[src/ffba_pkg.sv]
`timescale 1ns / 1ps
// ----------------------------------------------------------------------------
// ffba_pkg
// Shared types and constants for the first-fit block allocator.
// ----------------------------------------------------------------------------
package ffba_pkg;
  localparam int MaxBlocks = 128;
  localparam int IdxW = $clog2(MaxBlocks);
  localparam int CntW = $clog2(MaxBlocks + 1);

  localparam logic [31:0] RegionStartReset = 32'h0001_0000;
  localparam logic [31:0] SearchLimitReset = 32'h0001_0500;
  localparam logic [31:0] MaxSizeReset = 32'd1280;

  typedef enum logic [1:0] {
    CFG_REGION_START = 2'd0,
    CFG_SEARCH_LIMIT = 2'd1,
    CFG_MAX_SIZE = 2'd2
  } cfg_index_t;

  typedef enum logic [2:0] {
    ST_OK = 3'd0,
    ST_BAD_SIZE = 3'd1,
    ST_FULL = 3'd2,
    ST_NO_SPACE = 3'd3,
    ST_NOT_FOUND = 3'd4
  } status_t;

  typedef enum logic [0:0] {
    CMD_ALLOC = 1'b0,
    CMD_FREE = 1'b1
  } command_t;

  typedef struct packed {
    logic        command;
    logic [31:0] request_size;
    logic [31:0] block_address;
  } request_t;

  typedef struct packed {
    logic [2:0]  status;
    logic [31:0] granted_address;
  } result_t;

  typedef enum logic [3:0] {
    S_IDLE,
    S_CAND_RD,
    S_CAND_CHK,
    S_SCAN_RD,
    S_SCAN_CHK,
    S_FIND_RD,
    S_FIND_CHK,
    S_SHIFT_RD,
    S_SHIFT_WR,
    S_DONE
  } state_t;

  typedef struct packed {
    logic            we;
    logic [IdxW-1:0] waddr;
    logic [31:0]     wstart;
    logic [31:0]     wlength;
    logic [IdxW-1:0] raddr;
  } mem_ctrl_t;
endpackage

[src/ffba_ctrl.sv]
`timescale 1ns / 1ps
// ----------------------------------------------------------------------------
// ffba_ctrl
// Sequencer: candidate walk for allocate, search and compaction for free.
// ----------------------------------------------------------------------------
module ffba_ctrl (
  input  logic                clk,
  input  logic                rst,
  input  logic                in_valid,
  output logic                in_stall,
  input  ffba_pkg::request_t  in_data,
  output logic                out_valid,
  input  logic                out_stall,
  output ffba_pkg::result_t   out_data,
  input  logic [31:0]         region_start,
  input  logic [31:0]         search_limit,
  input  logic [31:0]         max_size,
  output ffba_pkg::mem_ctrl_t mem,
  input  logic [31:0]         rstart,
  input  logic [31:0]         rlength
);
  import ffba_pkg::*;

  state_t state, state_next;
  logic [CntW-1:0] count;
  logic [CntW-1:0] ci;
  logic [CntW-1:0] si;
  logic [32:0] cand;
  logic [32:0] best;
  logic found;
  logic conflict;
  logic [31:0] size;
  logic [31:0] addr;
  logic [32:0] blk_end;
  logic [32:0] span_end;
  logic cand_ok_win;
  logic take;
  logic [32:0] pick;
  logic last_si;
  logic accept;

  assign accept = in_valid && !in_stall;
  assign in_stall = (state != S_IDLE);
  assign blk_end = {1'b0, rstart} + {1'b0, rlength};
  assign span_end = cand + {1'b0, size};
  assign cand_ok_win = (cand >= {1'b0, region_start}) && (cand < {1'b0, search_limit})
                       && (span_end <= 33'h1_0000_0000);
  assign take = !conflict && cand_ok_win && (!found || cand < best);
  assign pick = take ? cand : best;
  assign last_si = (si + 1'b1 == count);

  always_comb begin
    state_next = state;
    case (state)
      S_IDLE: begin
        if (accept) begin
          if (in_data.command == CMD_FREE) begin
            state_next = (count == '0) ? S_DONE : S_FIND_RD;
          end else if (in_data.request_size == '0 || in_data.request_size > max_size
                       || count >= CntW'(MaxBlocks)) begin
            state_next = S_DONE;
          end else begin
            state_next = (count == '0) ? S_CAND_CHK : S_SCAN_RD;
          end
        end
      end
      S_CAND_RD: state_next = S_SCAN_RD;
      S_SCAN_RD: state_next = S_SCAN_CHK;
      S_SCAN_CHK: state_next = last_si ? S_CAND_CHK : S_SCAN_RD;
      S_CAND_CHK: begin
        if (ci == count) state_next = S_DONE;
        else state_next = S_CAND_RD;
      end
      S_FIND_RD: state_next = S_FIND_CHK;
      S_FIND_CHK: begin
        if (rstart == addr) state_next = last_si ? S_DONE : S_SHIFT_RD;
        else state_next = last_si ? S_DONE : S_FIND_RD;
      end
      S_SHIFT_RD: state_next = S_SHIFT_WR;
      S_SHIFT_WR: state_next = last_si ? S_DONE : S_SHIFT_RD;
      S_DONE: if (!out_stall) state_next = S_IDLE;
      default: state_next = S_IDLE;
    endcase
  end

  always_comb begin
    mem = '0;
    case (state)
      S_CAND_RD: mem.raddr = ci[IdxW-1:0];
      S_SCAN_RD, S_FIND_RD: mem.raddr = si[IdxW-1:0];
      S_SHIFT_RD: mem.raddr = IdxW'(si + 1'b1);
      S_SHIFT_WR: begin
        mem.we = 1'b1;
        mem.waddr = si[IdxW-1:0];
        mem.wstart = rstart;
        mem.wlength = rlength;
      end
      S_CAND_CHK: begin
        if (ci == count && (found || take)) begin
          mem.we = 1'b1;
          mem.waddr = count[IdxW-1:0];
          mem.wstart = pick[31:0];
          mem.wlength = size;
        end
      end
      default: mem = '0;
    endcase
  end

  assign out_valid = (state == S_DONE);

  always_ff @(posedge clk) begin
    if (rst) begin
      state <= S_IDLE;
      count <= '0;
    end else begin
      state <= state_next;
      case (state)
        S_IDLE: begin
          if (accept) begin
            size <= in_data.request_size;
            addr <= in_data.block_address;
            ci <= '0;
            si <= '0;
            found <= 1'b0;
            conflict <= 1'b0;
            cand <= {1'b0, region_start};
            out_data.granted_address <= '0;
            if (in_data.command == CMD_FREE) begin
              out_data.status <= ST_NOT_FOUND;
            end else if (in_data.request_size == '0 || in_data.request_size > max_size) begin
              out_data.status <= ST_BAD_SIZE;
            end else if (count >= CntW'(MaxBlocks)) begin
              out_data.status <= ST_FULL;
            end else begin
              out_data.status <= ST_NO_SPACE;
            end
          end
        end
        S_SCAN_CHK: begin
          if (cand < blk_end && {1'b0, rstart} < span_end) conflict <= 1'b1;
          si <= si + 1'b1;
        end
        S_CAND_CHK: begin
          if (take) begin
            best <= cand;
            found <= 1'b1;
          end
          if (ci == count && (found || take)) begin
            count <= count + 1'b1;
            out_data.status <= ST_OK;
            out_data.granted_address <= pick[31:0];
          end
          conflict <= 1'b0;
          si <= '0;
        end
        S_SCAN_RD: begin
          if (si == '0 && ci != '0) cand <= blk_end;
        end
        S_CAND_RD: ci <= ci + 1'b1;
        default: ;
      endcase
      if (state == S_FIND_CHK) begin
        if (rstart == addr) begin
          out_data.status <= ST_OK;
          count <= count - 1'b1;
        end else begin
          si <= si + 1'b1;
        end
      end
      if (state == S_SHIFT_WR) si <= si + 1'b1;
    end
  end
endmodule

[config.mk]
export PLATFORM = sky130hd
export DESIGN_NAME = ffba_ctrl
export DESIGN_NICKNAME = d
export VERILOG_FILES = /design/src/ffba_pkg.sv /design/src/ffba_ctrl.sv
export SDC_FILE = /design/constraint.sdc
export NUM_CORES = 1
export LEC_CHECK = 0
export ABC_CLOCK_PERIOD_IN_PS = 4830
export BUFFER_PORTS_ARGS = -buffer_cell sky130_fd_sc_hd__buf_2
export CORE_AREA = 2 2 230 232
export DETAILED_ROUTE_END_ITERATION = 6
export DIE_AREA = 0 0 232 234
export PLACE_DENSITY = 0.53
export REMOVE_ABC_BUFFERS = 1
export SLEW_MARGIN = 30
export SYNTH_ARGS = -nofsm -noshare
export SYNTH_HDL_FRONTEND = slang
export SYNTH_SLANG_ARGS = --single-unit
[constraint.sdc]
create_clock -name clk -period 4.83 [get_ports clk]
set_input_delay 0.2415 -clock clk [delete_from_list [all_inputs] [get_ports clk]]
set_output_delay 0.2415 -clock clk [all_outputs]
set_load 0.02 [all_outputs]
==> metrics, run 1 <==
result of the run finished, violations left; violations in the final reports setup timing; part of the cycle the worst path needs 109.9%; number of standard cells in the final layout excluding fillers 3225; largest clock skew in the final design 0.02143 ns; vias in the first global route 17190; number of search-and-repair iterations in the first detailed-routing pass 5; wire length of the first global-routing pass 108000 um; Clock Path Buffers 2; number of warning messages in the yosys log 0; sequential cell area fraction in the yosys report 32.03%; number of sinks handled by clock tree synthesis 195; average cell area after synthesis 9.380 um2; CORE AREA 0.05202 mm2; cell breakdown of the critical path ha_1 -> inv_2 -> o31ai_4 -> o2111ai_4 -> a2111oi_4 -> o21ai_1 -> xor2_1 -> nand4_1 -> or4_4 -> nor2b_4 -> o211a_4 -> buf_8 -> buf_12 -> mux2_4 -> a22o_4 -> buf_6; number of max-slew violations in the final report 0; placed insts 3064; pin count of the biggest net entering global routing 65; CTS H-Tree Depth 4; Root Buffer Master clkbuf_16; maximum fanout encountered on the critical timing path 5; Synth Flop Type edfxtp_1; RSZ-0062 raised after global routing true; Die H 234 um; effective utilization at floorplan 34.42%; post-route total power 8751 uW; leading cell type in the layout, fill and taps excluded buf_2; cell area after synthesis 0.01791 mm2; # Max-Cap Violations 0; ratio of cells with drive above 1 in the final layout 29.86%; post-synthesis register bit count 195; # rows 84; Worst setup EP type output port; proportion of synthesized flip-flops having asynchronous set or reset 0%; fill count 5001; power per cell area 352.1 mW/mm2; final critical path time including I/O delays and setup 5.307 ns; post-DR vias/cell 5.489; Worst path max stage delay 0.60 ns; CP bufs+invs 4; average wire length per cell after detail routing 23.09 um; # DRC 0; number of DRC violations after detailed-routing iteration 0 1395; final worst-path setup slack -0.4774 ns; count of different cell masters after synthesis 85; startpoint type of the worst setup path flop; antenna violations before repair 3; most frequent cells in the layout 272 x buf_2, 251 x ha_1, 213 x buf_4; Final Core Density 47.78%; worst max-slew margin expressed relative to the limit 37.26%; Max Clk Rate 0.1884 GHz; sum of routed wire length over all layers 74460 um; actual slew at the worst max-slew pin 0.9411 ns; Max VDD drop 298.1 uV; clock insertion delay at the later pin of the skew report 0.52 ns; critical path required time 4.59 ns; Top delay family on crit path compound AO/OA/AOI/OAI gates; total via count after detailed routing 17700; HPWL reported at the end of detailed placement 57000 um; weighted congestion reported at the end of routability-driven placement 0.9166; clock tree from TritonCTS yes; worst min-delay path class in2reg; Die ar. 0.05429 mm2; # setup viols final 73; Max stage delay cell, worst path or4_4; number of clock buffers inserted by TritonCTS 17; I/O pin total 345; post-synthesis to final-layout area growth 38.81%; worst endpoint data arrival time 5.07 ns; Post-synth EDFFs 183; Port Buf Inserts 344; residual overflow from global routing 0; Worst Hold Margin 0.03951 ns; combined area of the multi-input logic cells 0.01190 mm2; leakage power total 0.01143 uW; total routing resource utilization after global routing 27.02%; overall die width 232 um; clock transition at the registers of the reported paths 0.08 ns; class of the most critical setup path reg2out; minimum setup slack after placement -0.4477 ns; FF+latch area 0.005736 mm2; Mapped Cells 1909; Final nets 3012; antenna violation net count after detailed routing 0; Hold Fails Final Rpt 0
## final cells by class
cell class,instances,share of cell area [%]
Inverter,173,2.612
Sequential cell,195,23.07
Antenna cell,5,0.05033
Tap cell,688,3.463
Timing Repair Buffer,654,20.61
Clock buffer,18,1.726
Multi-Input combinational cell,1478,47.86
Clock inverter,14,0.6040
## routing by layer
layer / share of wire (%) / vias up / global-route usage [%]
li1: - / 8379 / -
met1: 46 / 8607 / 37.22
met2: 46 / 628 / 43.98
met3: 6.0 / 89 / 4.073
met4: 2.4 / 0 / 7.492
met5: 0 / - / 0
## logic make-up (layout without fill, tap and decap cells)
| kind of cell | after synthesis | count (layout) | synth area share [%] |
|---|---|---|---|
| AO/OA/AOI/OAI | 551 | 551 | 21.36 |
| flip-flops | 195 | 195 | 32.03 |
| AND/OR/NAND/NOR | 520 | 520 | 15.27 |
| XOR/XNOR | 107 | 107 | 5.233 |
| multiplexers | 36 | 36 | 2.236 |
| adder cells (fa/ha/maj) | 264 | 264 | 18.53 |
| buffers and inverters | 236 | 859 | 5.345 |
| other | 0 | 5 | 0 |
## worst reg2reg max path, stage by stage (launching register included)
cell,delay [ns]
edfxtp_1,0.42
ha_1,0.34
inv_2,0.05
o31ai_4,0.44
o2111ai_4,0.19
a2111oi_4,0.58
o21ai_1,0.16
xor2_1,0.28
nand4_1,0.15
or4_4,0.60
nor2b_4,0.16
buf_6,0.12
o21ai_4,0.06
a211oi_4,0.29
buf_12,0.22
buf_4,0.22
buf_16,0.20
buf_4,0.13
and2_1,0.11
## per-stage QoR
stage	TNS (ns)	cell area (um2)
floorplan	-43.70	17600
detailed placement	-5.842	21730
finish	-24.70	24860
CTS	-28.75	24420
global placement	-8.128	21700
global route	-37.97	24850
## flip-flops by register name, indices dropped and copies added, names as in the netlist, 4 cells and up
signal	count
best	33
out_data	35
cand	33
si	8
count	8
state	4
addr	32
ci	8
size	32
## worst paths after layout
kind         slack (ns)  cells after the start                      to                from
max               -0.48                     16                 mem[53]   size[4]$_DFFE_PP_
min                0.04                      3       cand[7]$_DFFE_PP_     region_start[7]
max reg2reg       -0.01                     18  out_data[21]$_DFFE_PP_   size[4]$_DFFE_PP_
min reg2reg        0.62                      1      best[31]$_DFFE_PP_  best[31]$_DFFE_PP_
## power breakdown
part           total, uW  internal [uW]  switching [uW]  leakage, uW
Combinational       4710           2040            2660      0.00936
Clock               1510            728             784     0.000274
Sequential          2530           2250             286      0.00180
## Yosys cell counts, drive strengths merged, types with 6 or more instances
library cell / number / area, um2
a2111oi: 7 / 80.08
a211oi: 15 / 135.1
a21boi: 7 / 52.55
a21o: 94 / 705.7
a21oi: 119 / 599.3
a22o: 71 / 621.9
a31oi: 12 / 75.07
and2: 46 / 287.8
and3: 19 / 118.9
and4: 8 / 70.07
buf: 25 / 165.2
clkbuf: 38 / 142.6
dfxtp: 12 / 240.2
edfxtp: 183 / 5495
ha: 262 / 3278
inv: 173 / 649.4
mux2: 32 / 360.4
nand2: 114 / 427.9
nand2b: 27 / 168.9
nand3: 41 / 205.2
nand4: 55 / 344.1
nor2: 84 / 315.3
nor2b: 22 / 145.1
nor3: 37 / 190.2
nor4: 25 / 156.4
o2111ai: 7 / 61.31
o211ai: 19 / 142.6
o21a: 18 / 135.1
o21ai: 107 / 539.3
o21bai: 10 / 75.07
o311ai: 6 / 52.55
o31ai: 8 / 73.82
or2: 16 / 100.1
or3: 11 / 73.82
xnor2: 73 / 639.4
xor2: 34 / 297.8
## what timing repair did
| item | in CTS | in global routing |
|---|---|---|
| resized for setup | 216 | 71 |
| gates cloned | 12 | 2 |
| pin swaps | 37 | 41 |
| endpoints found under the hold margin | 64 | 0 |
| setup endpoints to repair | 95 | 111 |
| hold buffers | 64 | 0 |
| setup buffers | 41 | 10 |
Note: power is estimated with default switching activity, not from simulation.
==> inputs of run 2 (changes only) <==
==> constraint.sdc (replaced) <==
create_clock -name clk -period 4.83 [get_ports clk]
set_input_delay 0.966 -clock clk [delete_from_list [all_inputs] [get_ports clk]]
set_output_delay 0.966 -clock clk [all_outputs]
set_load 0.02 [all_outputs]
==> run 2 against run 1 <==
The flow still finishes with violations (setup timing). First-iteration DRC count down 3.9%. Critical path depth is the same. Register-to-register slack got worse by 0.97 ns. Global-route usage up 0.44 points. Non-clock buffer count up 113. Routed wire length up 0.76%. Via count up 1.7%. Die area did not move. Highest routed layer is now met5.
==> metrics, run 2 (same netlist as run 1, synthesis figures left out) <==
result of the run finished, violations left (unchanged); violations in the final reports setup timing (unchanged); CTS H-Tree Depth 4 (unchanged); number of clock buffers inserted by TritonCTS 17 (unchanged); Max Clk Rate 0.1636 GHz (was 0.1884 GHz); wire length of the first global-routing pass 109600 um (was 108000 um); worst min-delay path startpoint out_data[34]$_DFFE_PN_ (was region_start[7]); part of the cycle the worst path needs 126.5% (was 109.9%); Max VDD drop 298.9 uV (was 298.1 uV); # rows 84 (unchanged); effective utilization at floorplan 34.42% (unchanged); residual overflow from global routing 0 (unchanged); startpoint type of the worst setup path flop (unchanged); Die H 234 um (unchanged); clock transition at the registers of the reported paths 0.08 ns (about the same); leakage power total 0.01195 uW (was 0.01143 uW); class of the most critical setup path reg2out (unchanged); number of sinks handled by clock tree synthesis 195 (unchanged); post-DR vias/cell 5.394 (was 5.489); Root Buffer Master clkbuf_16 (unchanged); launching element of the worst setup path size[1]$_DFFE_PP_ (was size[4]$_DFFE_PP_); fill count 5016 (was 5001); Final nets 3125 (was 3012); average wire length per cell after detail routing 22.47 um (was 23.09 um); overall die width 232 um (unchanged); Port Buf Inserts 344 (unchanged); total via count after detailed routing 18010 (was 17700); minimum setup slack after placement -1.146 ns (was -0.4477 ns); # Max-Cap Violations 0 (unchanged); Final Core Density 48.56% (was 47.78%); Register-to-Register Setup Slack -0.98 ns (was -0.01 ns); power per cell area 356.4 mW/mm2 (was 352.1 mW/mm2); number of DRC violations after detailed-routing iteration 0 1341 (was 1395); pin count of the biggest net entering global routing 55 (was 65); antenna violation net count after detailed routing 0 (unchanged); R2R Path End count[2]$_SDFF_PP0_ (was out_data[21]$_DFFE_PP_); clock tree from TritonCTS yes (unchanged); placed insts 3233 (was 3064); cell depth of the worst min-delay path 1 (was 3); clock insertion delay at the later pin of the skew report 0.52 ns (about the same); vias in the first global route 17750 (was 17190); Worst setup EP type output port (unchanged); post-synthesis to final-layout area growth 41.08% (was 38.81%); Clock Path Buffers 2 (unchanged); largest register by flop count out_data (unchanged); CORE AREA 0.05202 mm2 (unchanged); final worst-path setup slack -1.281 ns (was -0.4774 ns); leading cell type in the layout, fill and taps excluded buf_4 (was buf_2); worst min-delay path class reg2reg (was in2reg); number of cells traversed by the worst register-to-register path 32 (was 18); most frequent cells in the layout 389 x buf_4, 284 x buf_2, 254 x ha_1 (was 272 x buf_2, 251 x ha_1, 213 x buf_4); Total Negative Setup Slacks -87.72 ns (was -24.70 ns); actual slew at the worst max-slew pin 0.8578 ns (was 0.9411 ns); Die ar. 0.05429 mm2 (unchanged); largest clock skew in the final design 0.01996 ns (was 0.02143 ns); Worst Hold Margin 0.5980 ns (was 0.03951 ns); ratio of cells with drive above 1 in the final layout 35.27% (was 29.86%); I/O pin total 345 (unchanged); critical path required time 3.86 ns (was 4.59 ns); Hold Fails Final Rpt 0 (unchanged); HPWL reported at the end of detailed placement 58240 um (was 57000 um); number of standard cells in the final layout excluding fillers 3339 (was 3225); registers with the highest flip-flop counts out_data: 35 flops, best: 33 flops, cand: 33 flops (unchanged); final critical path time including I/O delays and setup 6.111 ns (was 5.307 ns); total routing resource utilization after global routing 27.46% (was 27.02%); worst max-slew margin expressed relative to the limit 42.68% (was 37.26%); end point of the worst hold path out_data[34]$_DFFE_PN_ (was cand[7]$_DFFE_PP_); number of search-and-repair iterations in the first detailed-routing pass 6 (was 5); worst endpoint data arrival time 5.15 ns (was 5.07 ns); weighted congestion reported at the end of routability-driven placement 0.9381 (was 0.9166); # setup viols final 104 (was 73); RSZ-0062 raised after global routing true (unchanged); start of the worst register-to-register path size[1]$_DFFE_PP_ (was size[4]$_DFFE_PP_); antenna violations before repair 8 (was 3); # DRC 0 (unchanged); number of max-slew violations in the final report 0 (unchanged); max FFs per register 35 (unchanged); sum of routed wire length over all layers 75030 um (was 74460 um); maximum fanout encountered on the critical timing path 12 (was 5)
## run 2: changes by cell type in the layout (fill, tap and decap cells not counted), sizes merged
cell,delta
clkinvlp,-1
buf,+178
clkinv,-2
diode,+1
bufinv,-1
bufbuf,+1
clkbuf,-1
dlygate4sd3,-64
inv,+3
## run 2: how the worst max path moves through the flow
stage | cells past startpoint | endpoint | slack [ns]
2_1_floorplan | 3 | mem[10] | -1.22
3_3_place_gp | 26 | conflict$_DFFE_PP_ | -1.14
3_5_place_dp | 26 | conflict$_DFFE_PP_ | -1.15
4_1_cts | 17 | mem[43] | -1.33
5_1_grt | 18 | mem[70] | -1.36
6_report | 16 | mem[44] | -1.28
## run 2: repair_timing
action,in CTS,in global routing
pin swaps,46,31
buffers inserted,43,22
setup endpoints to repair,146,143
resized for setup,198,66
hold buffers,0,0
gates cloned,10,0
## run 2: layer usage
layer  share of wire, %  up-vias  track usage, %
met4                2.2        4           7.292
met5              0.035        -               0
met3                5.7       93           4.146
met2                 46      650           44.74
met1                 46     8658           37.92
li1                   -     8604               -
## run 2: critical path: stages (launching register included)
cell       delay [ns]
edfxtp_1         0.48
ha_4             0.32
a211oi_4         0.06
o31ai_4          0.41
o2111ai_2        0.19
buf_4            0.19
a2111oi_4        0.45
o21a_1           0.23
o221a_1          0.21
nand4_1          0.14
or4_4            0.58
nor2b_4          0.17
o211a_4          0.21
buf_12           0.19
mux2_2           0.39
a22o_1           0.23
buf_2            0.16
## run 2: stage by stage
step	total power, uW	cell area (um2)
2_1_floorplan	5041	17600
3_3_place_gp	7082	22940
3_5_place_dp	7134	22940
4_1_cts	8889	24940
5_1_grt	9561	25260
6_report	9005	25260
## run 2: cell type report
type	instances	area (um2)	area share [%]
diodes	6	15.01	0.05943
clock buffers	19	442.9	1.753
clock inverters	13	141.4	0.5597
inverters	173	649.4	2.570
multi-input cells	1478	11800	46.70
flip-flops and latches	195	5736	22.70
well taps	688	860.8	3.407
repair buffers	767	5619	22.24
## run 2: report_power, final
group | internal [uW] | switching, uW | total [uW]
combinational | 2260 | 2740 | 5000
clock | 703 | 797 | 1500
sequential | 2250 | 262 | 2510
